**src/wlk_pkg.sv**
```systemverilog
package wlk_pkg;

    localparam int VA_W        = 48;
    localparam int PA_W        = 52;
    localparam int DATA_W      = 64;
    localparam int BASE_W      = PA_W - 12;
    localparam int LEVEL_W     = 2;
    localparam int QUEUE_DEPTH = 2;
    localparam int QPTR_W      = (QUEUE_DEPTH > 1) ? $clog2(QUEUE_DEPTH) : 1;
    localparam int QCNT_W      = $clog2(QUEUE_DEPTH + 1);

    localparam int ENT_PRESENT_BIT = 0;
    localparam int ENT_LARGE_BIT   = 7;

    localparam logic [LEVEL_W-1:0] LEVEL_TOP  = 2'd0;
    localparam logic [LEVEL_W-1:0] LEVEL_1G   = 2'd1;
    localparam logic [LEVEL_W-1:0] LEVEL_2M   = 2'd2;
    localparam logic [LEVEL_W-1:0] LEVEL_LAST = 2'd3;

    localparam logic MODE_REQUEST  = 1'b0;
    localparam logic MODE_RESPONSE = 1'b1;

    localparam logic KIND_READ = 1'b0;
    localparam logic KIND_DONE = 1'b1;

    localparam logic [1:0] ST_OK          = 2'd0;
    localparam logic [1:0] ST_NOT_PRESENT = 2'd1;
    localparam logic [1:0] ST_READ_FAIL   = 2'd2;
    localparam logic [1:0] ST_UNEXPECTED  = 2'd3;

    typedef enum logic [2:0] {
        OP_READ,
        OP_DONE_1G,
        OP_DONE_2M,
        OP_DONE_4K,
        OP_NOT_PRESENT,
        OP_READ_FAIL,
        OP_UNEXPECTED
    } op_t;

    // One classified word handed from the front to the back.
    typedef struct packed {
        op_t                op;
        logic [LEVEL_W-1:0] level;
        logic [BASE_W-1:0]  base;
        logic [VA_W-1:0]    va;
    } qent_t;

    // 9-bit table index of a virtual address at a level.
    function automatic logic [8:0] level_index(input logic [VA_W-1:0] va,
                                               input logic [LEVEL_W-1:0] level);
        logic [8:0] idx;
        idx = va[20:12];
        case (level)
            LEVEL_TOP: idx = va[47:39];
            LEVEL_1G:  idx = va[38:30];
            LEVEL_2M:  idx = va[29:21];
            default:   idx = va[20:12];
        endcase
        return idx;
    endfunction

endpackage

```
**src/wlk_front.sv**
```systemverilog
module wlk_front
    import wlk_pkg::*;
(
    input  logic               clk,
    input  logic               rst_n,
    input  logic               accept,
    input  logic               mode,
    input  logic [VA_W-1:0]    virt_addr,
    input  logic [PA_W-1:0]    table_root,
    input  logic [DATA_W-1:0]  read_data,
    input  logic               read_ok,
    output qent_t              entry
);

    logic               busy_reg;
    logic               busy_next;
    logic [LEVEL_W-1:0] level_reg;
    logic [LEVEL_W-1:0] level_next;
    logic [VA_W-1:0]    va_reg;
    logic [VA_W-1:0]    va_next;
    logic               present;
    logic               huge_page;

    assign present   = read_data[ENT_PRESENT_BIT];
    assign huge_page = read_data[ENT_LARGE_BIT];

    // Classify the word against the walk state and work out the state it leaves.
    always_comb
    begin
        busy_next   = busy_reg;
        level_next  = level_reg;
        va_next     = va_reg;
        entry.op    = OP_UNEXPECTED;
        entry.level = level_reg;
        entry.base  = read_data[PA_W-1:12];
        entry.va    = va_reg;
        if (mode == MODE_REQUEST)
        begin
            if (!busy_reg)
            begin
                entry.op    = OP_READ;
                entry.level = LEVEL_TOP;
                entry.base  = table_root[PA_W-1:12];
                entry.va    = virt_addr;
                busy_next   = 1'b1;
                level_next  = LEVEL_TOP;
                va_next     = virt_addr;
            end
        end
        else if (busy_reg)
        begin
            busy_next  = 1'b0;
            level_next = LEVEL_TOP;
            if (!read_ok)
                entry.op = OP_READ_FAIL;
            else if (!present)
                entry.op = OP_NOT_PRESENT;
            else if (level_reg == LEVEL_1G && huge_page)
                entry.op = OP_DONE_1G;
            else if (level_reg == LEVEL_2M && huge_page)
                entry.op = OP_DONE_2M;
            else if (level_reg == LEVEL_LAST)
                entry.op = OP_DONE_4K;
            else
            begin
                entry.op    = OP_READ;
                entry.level = level_reg + 2'd1;
                busy_next   = 1'b1;
                level_next  = level_reg + 2'd1;
            end
        end
    end

    always_ff @(posedge clk or negedge rst_n)
    begin
        if (!rst_n)
        begin
            busy_reg  <= 1'b0;
            level_reg <= LEVEL_TOP;
            va_reg    <= '0;
        end
        else if (accept)
        begin
            busy_reg  <= busy_next;
            level_reg <= level_next;
            va_reg    <= va_next;
        end
    end

endmodule

```
**src/wlk_queue.sv**
```systemverilog
module wlk_queue
    import wlk_pkg::*;
(
    input  logic  clk,
    input  logic  rst_n,
    input  logic  push,
    input  qent_t push_entry,
    output logic  full,
    input  logic  pop,
    output logic  head_valid,
    output qent_t head_entry
);

    qent_t              slot_reg [QUEUE_DEPTH];
    logic [QPTR_W-1:0]  wr_ptr_reg;
    logic [QPTR_W-1:0]  rd_ptr_reg;
    logic [QCNT_W-1:0]  count_reg;
    logic [QCNT_W-1:0]  count_next;

    function automatic logic [QPTR_W-1:0] bump(input logic [QPTR_W-1:0] ptr);
        logic [QPTR_W-1:0] res;
        res = (ptr == QPTR_W'(QUEUE_DEPTH - 1)) ? '0 : ptr + QPTR_W'(1);
        return res;
    endfunction

    assign full       = (count_reg == QCNT_W'(QUEUE_DEPTH));
    assign head_valid = (count_reg != '0);
    assign head_entry = slot_reg[rd_ptr_reg];

    always_comb
    begin
        count_next = count_reg;
        if (push && !pop)
            count_next = count_reg + QCNT_W'(1);
        else if (pop && !push)
            count_next = count_reg - QCNT_W'(1);
    end

    always_ff @(posedge clk or negedge rst_n)
    begin
        if (!rst_n)
        begin
            wr_ptr_reg <= '0;
            rd_ptr_reg <= '0;
            count_reg  <= '0;
        end
        else
        begin
            count_reg <= count_next;
            if (push)
                wr_ptr_reg <= bump(wr_ptr_reg);
            if (pop)
                rd_ptr_reg <= bump(rd_ptr_reg);
        end
    end

    always_ff @(posedge clk)
    begin
        if (push)
            slot_reg[wr_ptr_reg] <= push_entry;
    end

endmodule

```
**src/wlk_back.sv**
```systemverilog
module wlk_back
    import wlk_pkg::*;
(
    input  logic            clk,
    input  logic            rst_n,
    input  logic            head_valid,
    input  qent_t           head_entry,
    output logic            pop,
    output logic            out_valid,
    input  logic            out_stall,
    output logic            kind,
    output logic [PA_W-1:0] address,
    output logic [1:0]      status
);

    logic            valid_reg;
    logic            kind_reg;
    logic            kind_next;
    logic [PA_W-1:0] address_reg;
    logic [PA_W-1:0] address_next;
    logic [1:0]      status_reg;
    logic [1:0]      status_next;

    // Take the head word whenever the output register is empty or draining.
    assign pop = head_valid && (!valid_reg || !out_stall);

    always_comb
    begin
        kind_next    = KIND_DONE;
        address_next = '0;
        status_next  = ST_UNEXPECTED;
        unique case (head_entry.op)
            OP_READ:
            begin
                kind_next    = KIND_READ;
                address_next = {head_entry.base,
                                level_index(head_entry.va, head_entry.level), 3'b000};
                status_next  = ST_OK;
            end
            OP_DONE_1G:
            begin
                address_next = {head_entry.base[BASE_W-1:18], head_entry.va[29:0]};
                status_next  = ST_OK;
            end
            OP_DONE_2M:
            begin
                address_next = {head_entry.base[BASE_W-1:9], head_entry.va[20:0]};
                status_next  = ST_OK;
            end
            OP_DONE_4K:
            begin
                address_next = {head_entry.base, head_entry.va[11:0]};
                status_next  = ST_OK;
            end
            OP_NOT_PRESENT: status_next = ST_NOT_PRESENT;
            OP_READ_FAIL:   status_next = ST_READ_FAIL;
            OP_UNEXPECTED:  status_next = ST_UNEXPECTED;
            default:        status_next = ST_UNEXPECTED;
        endcase
    end

    always_ff @(posedge clk or negedge rst_n)
    begin
        if (!rst_n)
            valid_reg <= 1'b0;
        else if (pop)
            valid_reg <= 1'b1;
        else if (!out_stall)
            valid_reg <= 1'b0;
    end

    always_ff @(posedge clk)
    begin
        if (pop)
        begin
            kind_reg    <= kind_next;
            address_reg <= address_next;
            status_reg  <= status_next;
        end
    end

    assign out_valid = valid_reg;
    assign kind      = kind_reg;
    assign address   = address_reg;
    assign status    = status_reg;

endmodule

```
**src/four_level_page_walker_core.sv**
```systemverilog
// Four-level page table walker, 4 KiB granule, 48-bit virtual addresses.
//
// Input channel (in_valid / in_stall): each word is either a translate
// request (mode 0: virt_addr, table_root) or a memory read response
// (mode 1: read_data, read_ok). Output channel (out_valid / out_stall):
// exactly one word per input word, in order: a memory read request
// (kind 0, address of the entry) or a finished walk (kind 1, physical
// address and status; address is 0 unless status is ok).
//
// An accepted word goes into a queue slot and then into the output
// register before it shows on the output port. One word is accepted
// every cycle while a queue slot is free: the front classifies the word
// against the walk state in its accept cycle, a two-word queue holds
// classified words, and the back forms the address in an output register.
// When the receiver stalls, the output register holds, the queue fills,
// and in_stall rises once both queue slots are taken.
//
// Reset (rst_n, asynchronous, active low) leaves the walker idle with an
// empty queue and no result pending.
module four_level_page_walker_core
    import wlk_pkg::*;
(
    input  logic              clk,
    input  logic              rst_n,
    input  logic              in_valid,
    output logic              in_stall,
    input  logic              mode,
    input  logic [VA_W-1:0]   virt_addr,
    input  logic [PA_W-1:0]   table_root,
    input  logic [DATA_W-1:0] read_data,
    input  logic              read_ok,
    output logic              out_valid,
    input  logic              out_stall,
    output logic              kind,
    output logic [PA_W-1:0]   address,
    output logic [1:0]        status
);

    logic  accept;
    logic  q_full;
    logic  q_pop;
    logic  q_valid;
    qent_t front_entry;
    qent_t head_entry;

    // Stall only when both queue slots are taken.
    assign in_stall = q_full;
    assign accept   = in_valid && !q_full;

    wlk_front u_front (
        .clk        (clk),
        .rst_n      (rst_n),
        .accept     (accept),
        .mode       (mode),
        .virt_addr  (virt_addr),
        .table_root (table_root),
        .read_data  (read_data),
        .read_ok    (read_ok),
        .entry      (front_entry)
    );

    wlk_queue u_queue (
        .clk        (clk),
        .rst_n      (rst_n),
        .push       (accept),
        .push_entry (front_entry),
        .full       (q_full),
        .pop        (q_pop),
        .head_valid (q_valid),
        .head_entry (head_entry)
    );

    wlk_back u_back (
        .clk        (clk),
        .rst_n      (rst_n),
        .head_valid (q_valid),
        .head_entry (head_entry),
        .pop        (q_pop),
        .out_valid  (out_valid),
        .out_stall  (out_stall),
        .kind       (kind),
        .address    (address),
        .status     (status)
    );

`ifndef SYNTHESIS
    // A full queue means the output register is holding a stalled word.
    assert property (@(posedge clk) disable iff (!rst_n) in_stall |-> out_valid)
        else $error("queue full while output register is empty");

    // A queued word with an empty output register moves out the next cycle.
    assert property (@(posedge clk) disable iff (!rst_n)
        (q_valid && !out_valid) |=> out_valid)
        else $error("back did not drain the queue");

    // A failed walk is formed as a finished walk with a zero address.
    assert property (@(posedge clk) disable iff (!rst_n)
        (out_valid && status != ST_OK) |-> (kind == KIND_DONE && address == '0))
        else $error("failed walk carries an address or a read kind");
`endif

endmodule
```
**config.mk**
```make
export PLATFORM = sky130hd
export DESIGN_NAME = four_level_page_walker_core
export DESIGN_NICKNAME = d
export VERILOG_FILES = /design/src/wlk_pkg.sv /design/src/wlk_front.sv /design/src/wlk_queue.sv /design/src/wlk_back.sv /design/src/four_level_page_walker_core.sv
export SDC_FILE = /design/constraint.sdc
export NUM_CORES = 1
export LEC_CHECK = 0
export ABC_CLOCK_PERIOD_IN_PS = 5630
export BUFFER_PORTS_ARGS = -buffer_cell sky130_fd_sc_hd__buf_2
export CAP_MARGIN = 0
export CORE_MARGIN = 8
export CORE_UTILIZATION = 50
export DETAILED_ROUTE_END_ITERATION = 16
export PLACE_DENSITY = 0.76
export SKIP_LAST_GASP = 1
export SLEW_MARGIN = 0
export SYNTH_ARGS = -nofsm -noshare
export SYNTH_HDL_FRONTEND = slang
export SYNTH_HIERARCHICAL = 1
export SYNTH_SLANG_ARGS = --single-unit
```
**constraint.sdc**
```tcl
create_clock -name clk -period 5.63 [get_ports clk]
set_clock_uncertainty 0.05 [all_clocks]
set_input_delay 0.8445 -clock clk [delete_from_list [all_inputs] [get_ports clk]]
set_output_delay 0.8445 -clock clk [all_outputs]
set_load 0.01 [all_outputs]
```
# After elaboration in Yosys (flattened, before gate mapping)
# Memories as Yosys holds them, arrays and structs flattened.
# Index checks and enable logic that the tools add are counted.
# W data, S select, Z words.
# word_totals
register_bits	111
ramBits	186
in_bits	170
mem_count	1
# op_classes
addsub	5
n_eq_ne	14
n_mux	41
bitwise	2
n_reduce_logical	19
# mem_list
name	depth	word_bits	read_ports	rd_ports_with_merged_regs	wr	line_no	rtl
u_queue.slot_reg	2	93	1	0	1	wlk_queue.sv:14	qent_t slot_reg [QUEUE_DEPTH];
# ops
operator	n
$pmux W52 S4	1
$mux W93	1
$mux W88	1
$mux W2	16
$pmux W9 S3	1
$mux W1	14
$mux W3	4
$mux W5	2
$eq A2 B2 Y1 const B	4
$eq A3 B2 Y1 const B	2
$eq A3 B3 Y1 const B	2
$logic_and A1 B1 Y1	6
$pmux W2 S3	1
$reduce_and A3 Y1	2
$logic_not A1 Y1	5
$add A2 B1 Y2 const B	2
$eq A2 B1 Y1 const B	2
$ne A2 B1 Y1 const B	2
$reduce_bool A2 Y1	2
$reduce_or A4 Y1	1
$eq A3 B1 Y1 const B	1
$logic_not A3 Y1	1
$add A1 B1 Y1 const B	2
$logic_not A2 Y1	1
other kinds (4)	5

# Longest topological paths before layout
# logic_depth
depth_word	8
depth_mapped	7
ltp_nobuf	7

# Modules after synthesis
# The synthesis kept the hierarchy.
# by_module_without_submodules
module	instances	cells_each	area_per_inst_um2
wlk_queue	1	305	6911.6
wlk_front	1	243	3184.3
wlk_back	1	194	2514.9
four_level_page_walker_core	1	1	13.8

# Worst setup path after synthesis
# Ideal clock, no wire load.
# synth_path
kind	input to register
start	input out_stall
end	register u_queue.count_reg[1]
arrival_ns	5.937
path_slack_ns	-0.436
stages	6
path_cell_list	a21boi_0 inv_1 ha_1 xor2_1 nor2_1 xor2_1
# synth_between
elab_chain_cells	6
elab_cells_between_ends	8
# synth_rtl
item	line_no	rtl
start, declared	four_level_page_walker_core.sv:33	input logic out_stall,
$logic_not A1 Y1 (*)	wlk_back.sv:25	assign pop = head_valid && (!valid_reg || !out_stall);
$logic_or A1 B1 Y1 (*)	wlk_back.sv:25	
$logic_and A1 B1 Y1 (*)	wlk_back.sv:25	
$logic_not A1 Y1	wlk_queue.sv:33	if (push && !pop)
$logic_and A1 B1 Y1	wlk_queue.sv:33	
$mux W2 or $reduce_bool A2 Y1 (tied branches)	--	
end signal, assigned	wlk_queue.sv:49	count_reg <= count_next;
end, declared	wlk_queue.sv:17	logic [QCNT_W-1:0] count_reg;
# Mark *: on every way between the ends. The rest lies on a longest branch, timed or not.
# A chain may end at the register's enable or synchronous reset.

==> summary.md <==
| Metric | Value |
|---|---|
| RR Startpoint | `u_queue/rd_ptr_reg` |
| Final hold slack | `roughly 420 ps` |
| Post-synth top flop | `edfxtp_1` |
| Layout Nets | `1,117` |
| Layout fillers | `1,906` |
| Pwr dens | `559 nW/um^2` |
| Crit Path Category | `flop to flop` |
| Final ANT Viol Nets | `0` |
| Yosys warns | `6` |
| 1st-iter DRT viols | `about 400` |
| Crit-path max cell delay | `900 ps` |
| Clock Latency Late Sink | `540 ps` |
| Core area | `25,000 sq um` |
| Critical-path cell list | `buf_4 > mux2_2 > mux4_2 > nand2_1 > a21oi_1` |
| Longest Clk Path Bufs | `3` |
| DRT Pass-1 Iters | `5` |
| Clock-pin slew on the worst setup and hold paths | `60 ps` |
| Gp weighted congestion | `approximately 0.74` |
| # rows | `between 50 and 60` |
| Max Clk Rate | `0.338 GHz` |
| Grt peak-use layer | `met2` |
| Max FO, Critical Path | `55` |
| Die W | `roughly 170 microns` |
| Diodes inserted | `0` |
| Post-Syn Instances | `743` |
| Fin cells | `1,294` |
| Setup violators final | `0` |
| Routed len/inst | `~20 microns` |
| Startpoint class of the critical path | `flop` |
| Final Critical Period | `about 3000 ps` |
| Share of layout cells above drive strength 1 | `40.4%` |
| Layout area overhead | `17.3%` |
| Final Hold Viols | `0` |
| Status | `complete, no violations` |
| Synth cell types | `45` |
| Vias/cell | `5.29` |
| Worst EP arrival | `3190 ps` |
| Multi-input logic area | `between 3000 and 4000 sq um` |
| CTS H-tree lvls | `1` |
| Max Slew Vio Count | `0` |
| VDD IR max | `0.000294 V` |
| Top Ports | `227` |
| Crit path required time | `5860 ps` |
| Vias in the first global route | `7,049` |
| Unrepaired setup endpoints after global routing | `false` |
| Crit path launch | `u_queue/rd_ptr_reg` |
| Starting Density | `50.6%` |
| Placed cell count | `between 1,000 and 1,500` |
| M1 GR Usage | `22.0%` |
| DRC viols | `0` |
| Grt ovf | `0` |
| Via count | `6,849` |
| #FFs+latches synth | `297` |
| Lkg Pwr | `5.63 nW` |
| Root Driver | `clkbuf_16` |
| Max reg flops | `~190` |
| TritonCTS Sinks | `297` |
| Most common cell after layout, fill and taps aside | `edfxtp_1` |
| Total GRT Usage | `between 10% and 20%` |
| DIE AREA | `30,600 sq um` |
| Syn Std Cell Area | `about 13,000 sq um` |
| Total Power | `8.28 mW` |
| Max-slew headroom at the worst pin | `18.1%` |
| Hold WC Path Type | `primary input to async pin` |
| Hold_buf cts | `0` |
| Finished Core Util | `59.3%` |
| Slew @ Worst Pin | `1230 ps` |
| GR Util met3 | `3.35%` |
| Post-synth EDFFs | `241` |
| Most frequent cells in the layout | `edfxtp_1, buf_2, mux2_2` |
| Synthesized Nets | `920` |
| TritonCTS clock tree | `yes` |
| Initial antenna violation count | `1` |
| Slowest cell on the critical path | `dfrtp_4` |
| Largest net degree at the start of global routing | `59` |
| Final setup TNS | `0 ps` |
| Crit share post-route | `52.6%` |
| Die Ht | `175 microns` |
| Register Area | `slightly below 9000 sq um` |
| Met2 usage | `27.3%` |
| Max-cap viol count | `0` |
| Total wire length | `roughly 26,000 microns` |
| Worst setup EP type | `flop` |
| Synth Area per Inst | `17.0 sq um` |
| First-pass GRT wire length | `~40,000 microns` |
| Hpwl dp | `17,200 microns` |
| CTS Buf Count | `30` |
| Post-CTS setup buffer count | `0` |
| Post-synth ARST share | `18.9%` |
| IO buf count | `between 150 and 200` |
| CTS resizes | `0` |
| Sequential share of the synthesized area | `68.4%` |
## logic make-up (layout without fill, tap and decap cells)
family	after synthesis	in the layout	synth area share [%]
flops	297	297	68.4
mux	238	238	22.0
simple gates	108	108	4.20
compound gates	44	44	2.03
buf+inv	42	263	2.07
fa+ha+maj	7	7	0.694
xor+xnor	7	7	0.545
## power by group
part,leakage (nW),switching (mW),internal (mW)
Clock,0.451,0.788,1.10
Combinational,2.23,1.45,1.15
Sequential,2.95,0.315,3.48
Total,5.63,2.55,5.72
## cell usage after synthesis, drive strengths merged (2+ instances only)
library cell	number	area [sq um]
nor2b	27	176
a31o	2	17.5
a21oi	31	155
inv	5	18.8
o21a	2	15.0
xnor2	2	17.5
nand2	58	218
or3	2	13.8
mux4	9	203
nor2	6	25.0
edfxtp	241	7240
mux2	229	2580
or2	2	12.5
o31ai	2	15.0
dfrtp	56	1400
nor3	2	10.0
clkbuf	7	27.5
buf	30	215
ha	7	87.6
nor3b	3	22.5
xor2	5	51.3
and2	4	25.0
## worst max-delay path: cells and delay by family, from the launching register on
family                 cells  cell delay, ps
and+or+nand+nor            1              90
muxes                      2             930
AOI/OAI and AO/OA          1              60
buffers and inverters      1             600
DFF                        1             900
## final cells by class
cell class / count / share of cell area, %
clock buffer: 38 / 5.41
clock inverter: 18 / 0.988
inverter: 5 / 0.127
multi-input combinational: 404 / 25.3
sequential: 297 / 58.3
tap: 330 / 2.79
timing repair buffer: 202 / 6.99
## per-layer routing
| layer | wire length [microns] | up-vias |
|---|---|---|
| met2 | 12600 | 213 |
| li1 | - | 3203 |
| met1 | 11200 | 3388 |
| met5 | 13 | - |
| met4 | 556 | 2 |
| met3 | 1640 | 43 |
## metrics by stage
step           worst slack [ps]  instance area [sq um]
2_1_floorplan              1100                  12600
3_3_place_gp               2420                  13900
3_5_place_dp               2370                  13900
4_1_cts                    2670                  14800
5_1_grt                    2520                  14800
6_report                   2670                  14800
## final timing paths
path / end / slack [ps] / cells after the start
worst max register to register: u_back/address[8] / 2670 / 5
max in group asynchronous: u_queue/rd_ptr_reg / 4500 / 2
worst max-delay path: u_back/address[8] / 2670 / 5
worst min register to register: u_queue/count_reg[1] / 420 / 1
min in group clk: u_queue/count_reg[1] / 420 / 1
worst min-delay path: u_front/va_reg[24] / 420 / 2
Power figures use the tool's default switching activity.
